$ cat config.mk
export PLATFORM = sky130hd
export DESIGN_NAME = shp3_out_fifo
export DESIGN_NICKNAME = d
export VERILOG_FILES = /design/src/sv/shp3_pkg.sv /design/src/sv/shp3_out_fifo.sv
export SDC_FILE = /design/constraint.sdc
export NUM_CORES = 1
export LEC_CHECK = 0
export ABC_CLOCK_PERIOD_IN_PS = 3100
export BUFFER_PORTS_ARGS = -buffer_cell sky130_fd_sc_hd__buf_2
export CAP_MARGIN = 20
export CORE_MARGIN = 2
export CORE_UTILIZATION = 40
export DETAILED_ROUTE_END_ITERATION = 12
export HOLD_SLACK_MARGIN = 0.02
export PLACE_DENSITY = 0.62
export SETUP_SLACK_MARGIN = 0.15
export SLEW_MARGIN = 20
export SYNTH_ARGS = -nofsm -noshare
export SYNTH_HDL_FRONTEND = slang
export SYNTH_SLANG_ARGS = --single-unit
$ cat constraint.sdc
create_clock -name clk_i -period 3.1 [get_ports clk_i]
set_input_delay 0.465 -clock clk_i [delete_from_list [all_inputs] [get_ports clk_i]]
set_output_delay 0.465 -clock clk_i [all_outputs]
set_load 0.005 [all_outputs]
$ cat src/sv/shp3_pkg.sv
// Shared types, constants and kernel arithmetic for the 3x3 RGB sharpen core.
package shp3_pkg;

  localparam int unsigned MAX_WIDTH_DEF = 1024;
  localparam int unsigned MAX_HEIGHT    = 4096;
  localparam int unsigned IMG_W_BITS    = 11;
  localparam int unsigned IMG_H_BITS    = 13;
  localparam int unsigned ROW_BITS      = 12;
  localparam int unsigned CFG_DW        = 13;
  localparam logic [IMG_W_BITS-1:0] IMG_W_RESET = 11'd640;
  localparam logic [IMG_H_BITS-1:0] IMG_H_RESET = 13'd480;

  localparam int unsigned OUT_Q_DEPTH = 3;
  localparam int unsigned OUT_Q_CW    = $clog2(OUT_Q_DEPTH + 1);
  localparam int unsigned OUT_Q_PW    = $clog2(OUT_Q_DEPTH);

  typedef enum logic {
    OP_PIXEL = 1'b0,
    OP_DRAIN = 1'b1
  } op_e;

  typedef enum logic {
    REG_IMAGE_WIDTH  = 1'b0,
    REG_IMAGE_HEIGHT = 1'b1
  } cfg_reg_e;

  typedef struct packed {
    logic [7:0] blue;
    logic [7:0] green;
    logic [7:0] red;
  } rgb_t;

  typedef struct packed {
    logic last;
    rgb_t px;
  } out_item_t;

  // 9*ctr minus the eight neighbors, clamped to a byte
  function automatic logic [7:0] sharpen_ch(logic [7:0] ctr, logic [7:0][7:0] nb);
    logic [11:0]        nine;
    logic [10:0]        acc;
    logic signed [12:0] diff;
    logic [7:0]         res;
    nine = {1'b0, ctr, 3'b000} + {4'b0000, ctr};
    acc  = '0;
    for (int i = 0; i < 8; i++) begin
      acc = acc + {3'b000, nb[i]};
    end
    diff = $signed({1'b0, nine}) - $signed({2'b00, acc});
    if (diff < 0) begin
      res = '0;
    end else if (diff > 13'sd255) begin
      res = 8'hFF;
    end else begin
      res = diff[7:0];
    end
    return res;
  endfunction

  function automatic rgb_t sharpen_px(rgb_t ctr, rgb_t [7:0] nb);
    logic [7:0][7:0] r;
    logic [7:0][7:0] g;
    logic [7:0][7:0] b;
    rgb_t            res;
    for (int i = 0; i < 8; i++) begin
      r[i] = nb[i].red;
      g[i] = nb[i].green;
      b[i] = nb[i].blue;
    end
    res.red   = sharpen_ch(ctr.red, r);
    res.green = sharpen_ch(ctr.green, g);
    res.blue  = sharpen_ch(ctr.blue, b);
    return res;
  endfunction

endpackage

$ cat src/sv/shp3_out_fifo.sv
// Small output queue that decouples the filter pipeline from the result stream.
module shp3_out_fifo (
  input  logic                          clk_i,
  input  logic                          rst_ni,
  input  logic                          push_i,
  input  shp3_pkg::out_item_t           push_item_i,
  output logic                          pop_valid_o,
  output shp3_pkg::out_item_t           pop_item_o,
  input  logic                          pop_ready_i,
  output logic [shp3_pkg::OUT_Q_CW-1:0] count_o
);

  localparam int unsigned DEPTH = shp3_pkg::OUT_Q_DEPTH;
  localparam int unsigned PW    = shp3_pkg::OUT_Q_PW;
  localparam int unsigned CW    = shp3_pkg::OUT_Q_CW;

  shp3_pkg::out_item_t mem_q [DEPTH];
  logic [PW-1:0] wr_ptr_q, wr_ptr_d;
  logic [PW-1:0] rd_ptr_q, rd_ptr_d;
  logic [CW-1:0] cnt_q, cnt_d;
  logic          pop;

  assign pop = pop_valid_o & pop_ready_i;

  always_comb begin
    wr_ptr_d = wr_ptr_q;
    rd_ptr_d = rd_ptr_q;
    if (push_i) begin
      wr_ptr_d = (wr_ptr_q == PW'(DEPTH - 1)) ? '0 : wr_ptr_q + PW'(1);
    end
    if (pop) begin
      rd_ptr_d = (rd_ptr_q == PW'(DEPTH - 1)) ? '0 : rd_ptr_q + PW'(1);
    end
    cnt_d = cnt_q + CW'(push_i) - CW'(pop);
  end

  always_ff @(posedge clk_i or negedge rst_ni) begin
    if (!rst_ni) begin
      wr_ptr_q <= '0;
      rd_ptr_q <= '0;
      cnt_q    <= '0;
    end else begin
      wr_ptr_q <= wr_ptr_d;
      rd_ptr_q <= rd_ptr_d;
      cnt_q    <= cnt_d;
    end
  end

  always_ff @(posedge clk_i) begin
    if (push_i) begin
      mem_q[wr_ptr_q] <= push_item_i;
    end
  end

  assign pop_valid_o = (cnt_q != '0);
  assign pop_item_o  = mem_q[rd_ptr_q];
  assign count_o     = cnt_q;

endmodule
==> metrics.yaml, run 1 <==
ys_seq_area_frac: 0.778
dr_total_vias: 1623
slew_headroom: 0.424
period_share: 0.737
synth_area_sq_mm: 0.00309
switchingPower_uw: 890
switching_share: 0.288
cts_tree: "yes"
power.total_mw: 3.09
cts.htree.levels: 3
synth_most_common_cell: "edfxtp_1"
synth.top_cell.area_share: 0.729
ys.flop_type: "edfxtp_1"
fillers: 683
reg2reg_to: "count_o[1]"
path_delay_family: "flip-flops"
insertion_delay_ps: 340
ff2ff_path_depth: 7
cp-end-kind: "output port"
power_frac_clock: 0.260
p_int_mw: 2.20
final_hold_viol_count: 0
wl_um: 5040
drv_cap: 0
die_w_um: 91.9
syn_to_final_growth_pct: 19.6
ys_types: 21
worstPathRequired_ps: 2630
wl_per_cell_um: 14.2
setup_tns_ps: 0
dieHeight_um: 91.9
start_util: 0.406
hp-class: "in2reg"
arrival_ps: 1820
tightest_slew_ps: 864
crit_fanout: 28
fin_cells: 356
status: "complete, no violations"
dpl_cell_area_sq_mm: 0.00348
rows: 32
hold_path_end: "mem_q[0][10]"
clock_path_buffers: 2
grt_start_max_net_pins: 54
r2r-start: "count_o[0]"
topRoutingLayerUsed: "met4"
m1WireLength_um: 2190
cp_num_buf_inv: 1
drt_iter0_markers: 110
combPwrFrac: 0.224
maxSlewViolCount: 0
ys_async_sr_fraction: 0.0741
path_clk_slew_ps: 80
portBuffers: 56
holdPathStages: 1
leakage_nw: 1.41
dp_cells: 339
root_buffer: "clkbuf_8"
ir_drop_mv: 0.401
antenna_left: 0
path_class: "reg2out"
hpwl_um: 3180
post-place-ws_ps: 1130
ys_top_cells_by_area: "edfxtp_1 73%, mux2i_1 8.4%, dfrtp_1 4.9%"
synthTopCellsByCount: "75 x edfxtp_1, 26 x mux2i_1, 26 x nand2_1"
cts.sinks: 81
final_nets: 280
synth_top_area_cell: "edfxtp_1"
dieArea_sq_mm: 0.00844
rsz0062_at_grt: "false"
cts_buffers: 9
cpPeakStageDelay_ps: 920
synth_area_per_cell_sq_um: 16.7
io_pins: 57
hold_start: "push_item_i[10]"
ys_ff_latch: 81
final_area_sq_mm: 0.00370
vias_per_cell: 4.56
synth_edf_count: 75
power_frac_seq: 0.516
critical_path.cell_chain: "mux2i_1 -> o21ai_0 -> buf_2"
final_layout_size_suffix_gt1_frac: 0.331
fmax_ghz: 0.438
grt_pass1_vias: 1627
period_needed_ps: 2290
cpMaxStageDelayCell: "dfrtp_2"
setup_viol: 0
core_sq_mm: 0.00761
yosysWarnings: 0
grt-ovfl-total: 0
dr_wl_met2_um: 2560
syn_nets: 216
drt_pass1_iterations: 4
route.met3.wl_um: 286
synthCells: 185
grt_use_total: 0.130
worst_slack_ps: 815
drc_errors: 0
place_congestion: 0.688
regToRegSetupSlack_ps: 1480
grt_pass1_wl_um: 8030
power.density_mw_per_mm2: 837
n_antenna_cell: 0
antenna_found_initial: 0
startpoint_type: "flip-flop"
skew_ps: 10.3
-- power groups by stage --
stage | clock, mW | combinational, mW | sequential [mW]
2_1_floorplan | 0 | 0.608 | 1.45
3_3_place_gp | 0 | 0.699 | 1.62
3_5_place_dp | 0 | 0.712 | 1.63
4_1_cts | 0.831 | 0.714 | 1.61
5_1_grt | 0.869 | 0.780 | 1.63
6_report | 0.804 | 0.692 | 1.60
-- final cells by class --
class | count | area [sq um] | area share
timing repair buffer | 62 | 328 | 0.0887
clock inverter | 6 | 82.6 | 0.0223
multi-input combinational | 91 | 611 | 0.165
tap | 102 | 128 | 0.0345
sequential | 81 | 2400 | 0.651
clock buffer | 10 | 128 | 0.0345
inverter | 4 | 15.0 | 0.00406
-- metal layers --
metal  vias to the layer above  GRT usage
met1                       764      0.160
met4                         0     0.0522
met2                        43      0.210
met5                         -          0
met3                         2     0.0468
li1                        814          -
-- metrics by stage --
step	hold WS, ps	util
global placement	303	0.457
CTS	303	0.486
detailed placement	298	0.457
finish	323	0.486
floorplan	169	-
global route	308	0.486
-- registers in the layout, indices dropped and copies added, names as in the netlist --
name,count
wr_ptr_q,2
mem_q,75
count_o,2
rd_ptr_q,2
-- kinds of logic (layout without fill, tap and decap cells) --
family          count (synthesis)  in the layout  share of synthesized area
compound gates                 27             27                     0.0446
xor+xnor                        2              2                    0.00567
fa+ha+maj                       2              2                    0.00810
buf+inv                        13             82                     0.0288
flops                          81             81                      0.778
mux                            28             28                     0.0915
simple gates                   32             32                     0.0437
-- worst register-to-register path: stages, from the launching register on --
cell,delay [ps]
dfrtp_1,410
o21ai_1,270
inv_1,80
ha_1,270
inv_1,30
ha_1,180
xnor2_1,170
xnor2_1,130
-- worst max path at each step --
| stage | start | depth (start not counted) | slack (ps) | to |
|---|---|---|---|---|
| 2_1_floorplan | push_i | 1 | 260 | mem_q[0][0] |
| 3_3_place_gp | rd_ptr_q[0] | 3 | 1140 | pop_item_o[24] |
| 3_5_place_dp | rd_ptr_q[0] | 3 | 1130 | pop_item_o[24] |
| 4_1_cts | rd_ptr_q[0] | 3 | 740 | pop_item_o[24] |
| 5_1_grt | rd_ptr_q[0] | 3 | 680 | pop_item_o[0] |
| 6_report | rd_ptr_q[0] | 3 | 810 | pop_item_o[24] |
-- layout by cell type (no fill, tap or decap) --
| cell | count |
|---|---|
| xnor2_1 | 2 |
| clkinv_4 | 1 |
| edfxtp_1 | 75 |
| dfrtp_2 | 2 |
| nor2b_1 | 1 |
| nand2_1 | 26 |
| bufinv_16 | 2 |
| clkbuf_1 | 1 |
| clkinv_1 | 1 |
| nor3b_2 | 2 |
| or2_2 | 1 |
| mux2i_1 | 26 |
| buf_4 | 5 |
| dfrtp_1 | 4 |
| buf_2 | 56 |
| mux2_2 | 2 |
| a21o_1 | 1 |
| inv_1 | 4 |
| ha_1 | 2 |
| clkinv_2 | 2 |
| o21ai_1 | 19 |
| clkbuf_8 | 9 |
| dlygate4sd3_1 | 1 |
| o21ai_0 | 7 |
| nor2_2 | 2 |
-- repair_timing --
action,in CTS,in global routing
endpoints found under the hold margin,6,0
hold buffers,1,0
resized for setup,0,0
setup buffers,0,0
Power figures use the tool's default switching activity.
==> run 2, diff against run 1 <==
ABC_CLOCK_PERIOD_IN_PS = 1900   (was 3100)
PLACE_DENSITY = 0.64   (was 0.62)
clock period = 1.9 ns   (was 3.1 ns; I/O delays follow)
==> run 2 against run 1 <==
Cell area grew 2.7%. Final cell count increased by 2.2%. Via count is 3.1% higher. Critical path depth up 1. Count of clock-buffer cells in the layout down 1. Clock power increased by 48%. Sequential power grew 49%. Sequential share of layout area shrank 1.7 points. Register-to-register slack lost 1200 ps. First-iteration DRC count is 31% lower. Core utilization increased by 1.3 points. Flip-flop and latch count unchanged. Largest power group unchanged.
==> metrics.yaml, run 2 (synthesis results as in run 1) <==
die_w_um: 91.9
clock_path_buffers: 2
worst_slack_ps: 167
cts.htree.levels: 3
period_needed_ps: 1730
wl_um: 5190
arrival_ps: 1450
cts_buffers: 9
grt_util_met3: 0.0312
path_clk_slew_ps: 80
grt_pass1_wl_um: 8160
switching_share: 0.295
cp-end-kind: "output port"
hp-class: "in2reg"
cpMaxStageDelayCell: "dfrtp_4"
dieArea_sq_mm: 0.00844
portBuffers: 56
power_frac_clock: 0.232
tightest_slew_ps: 440
power_frac_seq: 0.464
syn_to_final_growth_pct: 22.9
vias_per_cell: 4.60
ff2ff_path_depth: 7
drt_pass1_iterations: 4
top_register: "mem_q"
grt-busiest-layer: "met2"
power.density_mw_per_mm2: 1360
cts.sinks: 81
hold_path_end: "mem_q[1][18]"
post-place-ws_ps: 297
wl_per_cell_um: 14.3
drt_iter0_markers: 76
leakage_nw: 1.45
cpPeakStageDelay_ps: 530
dr_total_vias: 1674
grt-ovfl-total: 0
n_antenna_cell: 0
setup_tns_ps: 0
antenna_found_initial: 0
setup_viol: 0
critical_path.cell_chain: "buf_12 -> mux2i_1 -> o21ai_1 -> buf_2"
regToRegSetupSlack_ps: 300
r2r-start: "count_o[1]"
final_nets: 288
fmax_ghz: 0.577
grt_use_total: 0.130
insertion_delay_ps: 330
cts_tree: "yes"
worstPathRequired_ps: 1620
final_layout_size_suffix_gt1_frac: 0.355
rows: 32
ir_drop_mv: 0.506
post-route-util: 0.499
slew_headroom: 0.707
skew_ps: 5.68
holdPathStages: 1
met1_usage: 0.162
hold_start: "push_item_i[18]"
fin_cells: 364
antenna_left: 0
mostFrequentLayoutCell: "edfxtp_1"
core_sq_mm: 0.00761
reg2reg_to: "count_o[1]"
crit_fanout: 11
final_area_sq_mm: 0.00380
io_pins: 57
largest_register_ff_count: 75
drv_cap: 0
dp_cells: 345
dieHeight_um: 91.9
root_buffer: "clkbuf_8"
place_congestion: 0.674
final_cell_mix: "75 x edfxtp_1, 56 x buf_2, 26 x mux2i_1, 26 x nand2_1, 24 x o21ai_1"
p_int_mw: 3.64
startpoint_type: "flip-flop"
hpwl_um: 3480
power.total_mw: 5.15
status: "complete, no violations"
path_class: "reg2out"
combPwrFrac: 0.304
grt_start_max_net_pins: 29
start_util: 0.406
final_hold_viol_count: 0
rsz0062_at_grt: "true"
drc_errors: 0
switchingPower_mw: 1.52
maxSlewViolCount: 0
grt_pass1_vias: 1653
grt_util_met2: 0.214
holdWs_ps: 149
period_share: 0.912
dpl_cell_area_sq_mm: 0.00356
## run 2: cell types whose count changed in the layout (fill, tap and decap cells not counted), sizes merged
cell,previous run,this run
clkinvlp,0,3
inv,4,5
clkinv,4,2
clkbuf,10,9
bufinv,2,1
buf,61,69
## run 2: cell type report
type,count,area (sq um)
Sequential cell,81,2410
Clock buffer,9,124
Fill cell,681,3810
Multi-Input combinational cell,91,628
Inverter,4,15.0
Tap cell,102,128
Timing Repair Buffer,70,425
Clock inverter,7,70.1
## run 2: per-layer routing
layer,wire (um),vias up
met3,239,4
met1,2290,795
li1,-,830
met4,47,0
met2,2610,45
met5,0,-
## run 2: power by group through the flow
stage	Combinational, mW	Clock, mW	Sequential (mW)
after floorplan	1.01	0	2.37
after global placement	1.45	0	2.49
after detailed placement	1.47	0	2.50
after CTS	1.61	1.24	2.40
after global routing	1.74	1.32	2.42
final	1.57	1.19	2.39
## run 2: worst max-delay path: cells and delay by family, from the launching register on
family	cells	cell delay, ps
DFF	1	530
buffers and inverters	2	310
muxes	1	110
AOI/OAI and AO/OA	1	160
## run 2: timing repair
| action | CTS | global route |
|---|---|---|
| hold buffers | 1 | 0 |
| resized for setup | 1 | 5 |
| buffers inserted | 2 | 0 |
| hold endpoints to repair | 6 | 0 |
| setup endpoints to repair | 19 | 15 |
| pin swaps | 0 | 0 |
## run 2: worst max path at each step
stage                     slack (ps)       endpoint        start  depth (start not counted)
after floorplan                  290    mem_q[1][0]  wr_ptr_q[0]                          2
after global placement           360     count_o[1]   count_o[1]                          7
after detailed placement         300     count_o[1]   count_o[1]                          7
after CTS                        110  pop_item_o[9]  rd_ptr_q[0]                          4
after global routing              70  pop_item_o[9]  rd_ptr_q[0]                          4
final                            170  pop_item_o[9]  rd_ptr_q[0]                          4
==> run 3, diff against run 2 <==
CTS_CLUSTER_DIAMETER = 80   (was default)
RECOVER_POWER = 50   (was default)
==> run 3 against run 2 <==
Clock skew hardly changed. Final cell count unchanged. Sequential share of layout area increased by 0.95 points. Critical path depth is the same. Register-to-register slack got worse by 110 ps. Die area stayed put. Critical endpoint unchanged.
==> metrics.yaml, run 3 (synthesis results as in run 1) <==
wl_per_cell_um: 14.4
worst_slack_ps: 165
post-route-util: 0.492
root_buffer: "clkbuf_8"
fmax_ghz: 0.576
drt_pass1_iterations: 4
antenna_found_initial: 0
dp_cells: 345
arrival_ps: 1450
grt_use_total: 0.130
vias_per_cell: 4.61
cp-end-kind: "output port"
power.density_mw_per_mm2: 1370
grt-ovfl-total: 0
drv_cap: 0
final_hold_viol_count: 0
cts.sinks: 81
portBuffers: 56
period_share: 0.913
start_util: 0.406
startpoint_type: "flip-flop"
top_register: "mem_q"
post-place-ws_ps: 297
cts_buffers: 9
fillers: 692
drt_iter0_markers: 69
cts_tree: "yes"
hp-class: "in2reg"
dieHeight_um: 91.9
final_layout_size_suffix_gt1_frac: 0.237
dr_total_vias: 1678
largest_register_ff_count: 75
rows: 32
path_class: "reg2out"
n_antenna_cell: 0
seqCellArea_sq_mm: 0.00241
mostFrequentLayoutCell: "edfxtp_1"
maxSlewViolCount: 0
period_needed_ps: 1740
grt_start_max_net_pins: 29
setup_tns_ps: 0
ir_drop_mv: 0.509
antenna_left: 0
grt_pass1_wl_um: 8160
crit_fanout: 11
final_cell_mix: "75 x edfxtp_1, 30 x clkbuf_1, 28 x buf_2"
tightest_slew_ps: 761
dieArea_sq_mm: 0.00844
core_sq_mm: 0.00761
io_pins: 57
path_clk_slew_ps: 80
grt_pass1_vias: 1653
skew_ps: 5.73
leakage_nw: 1.36
setup_viol: 0
status: "complete, no violations"
met1_usage: 0.162
grt_util_met2: 0.214
drc_errors: 0
grt-busiest-layer: "met2"
multiInputGateArea_sq_um: 617
cts.htree.levels: 3
rsz0062_at_grt: "true"
slew_headroom: 0.493
hpwl_um: 3480
die_w_um: 91.9
fin_cells: 364
clock_path_buffers: 2
place_congestion: 0.674
grt_util_met3: 0.0312
holdWs_ps: 175
worstPathRequired_ps: 1620
final_nets: 288
syn_to_final_growth_pct: 21.1
wl_um: 5240
insertion_delay_ps: 330
==> run 3: cell count changes in the layout (fill, tap and decap cells not counted), sizes merged <==
cell / delta
clkbuf: +31
buf: -31
==> run 3: cell type report <==
class	instances	share of cell area
clock buffers	9	0.0331
clock inverters	7	0.0187
inverters	4	0.00401
multi-input cells	91	0.165
flip-flops and latches	81	0.643
well taps	102	0.0341
repair buffers	70	0.102
==> run 3: metal layers <==
metal  part of all wire  vias up
met5                  0        -
met4             0.0090        0
met3              0.045        4
met2               0.51       43
met1               0.44      800
li1                   -      831
==> run 3: critical path, stage by stage, from the launching register on <==
cell and delay, ps:
dfrtp_4 530, buf_12 170, mux2i_1 110, o21ai_1 160, buf_2 140
==> run 3: repair_timing <==
item,4_1_cts,5_1_grt
resized for setup,1,5
hold endpoints to repair,6,0
endpoints found under the setup margin,19,15
buffers inserted,2,0
hold buffers,1,0
==> run 3: path summary, 6_finish.rpt <==
check,startpoint,endpoint,cells after the start,slack [ps]
worst max-delay path,rd_ptr_q[0],pop_item_o[9],4,160
worst min-delay path,push_item_i[8],mem_q[1][8],1,180
worst max register to register,count_o[1],count_o[1],7,190
worst min register to register,count_o[1],count_o[1],1,520
max in group asynchronous,rst_ni,rd_ptr_q[0],2,1220
min in group asynchronous,rst_ni,count_o[1],2,370
==> run 3: power breakdown <==
group | leakage (nW) | switching (mW) | internal (mW) | total [mW]
Combinational | 0.506 | 0.797 | 0.748 | 1.54
Sequential | 0.763 | 0.131 | 2.26 | 2.39
Clock | 0.0893 | 0.590 | 0.604 | 1.19
==> run 3: metrics by stage <==
step,cell area (sq um),total power [mW]
after global placement,3560,3.93
after detailed placement,3560,3.97
after global routing,3740,5.44
after CTS,3800,5.24
after floorplan,3110,3.38
final,3740,5.13
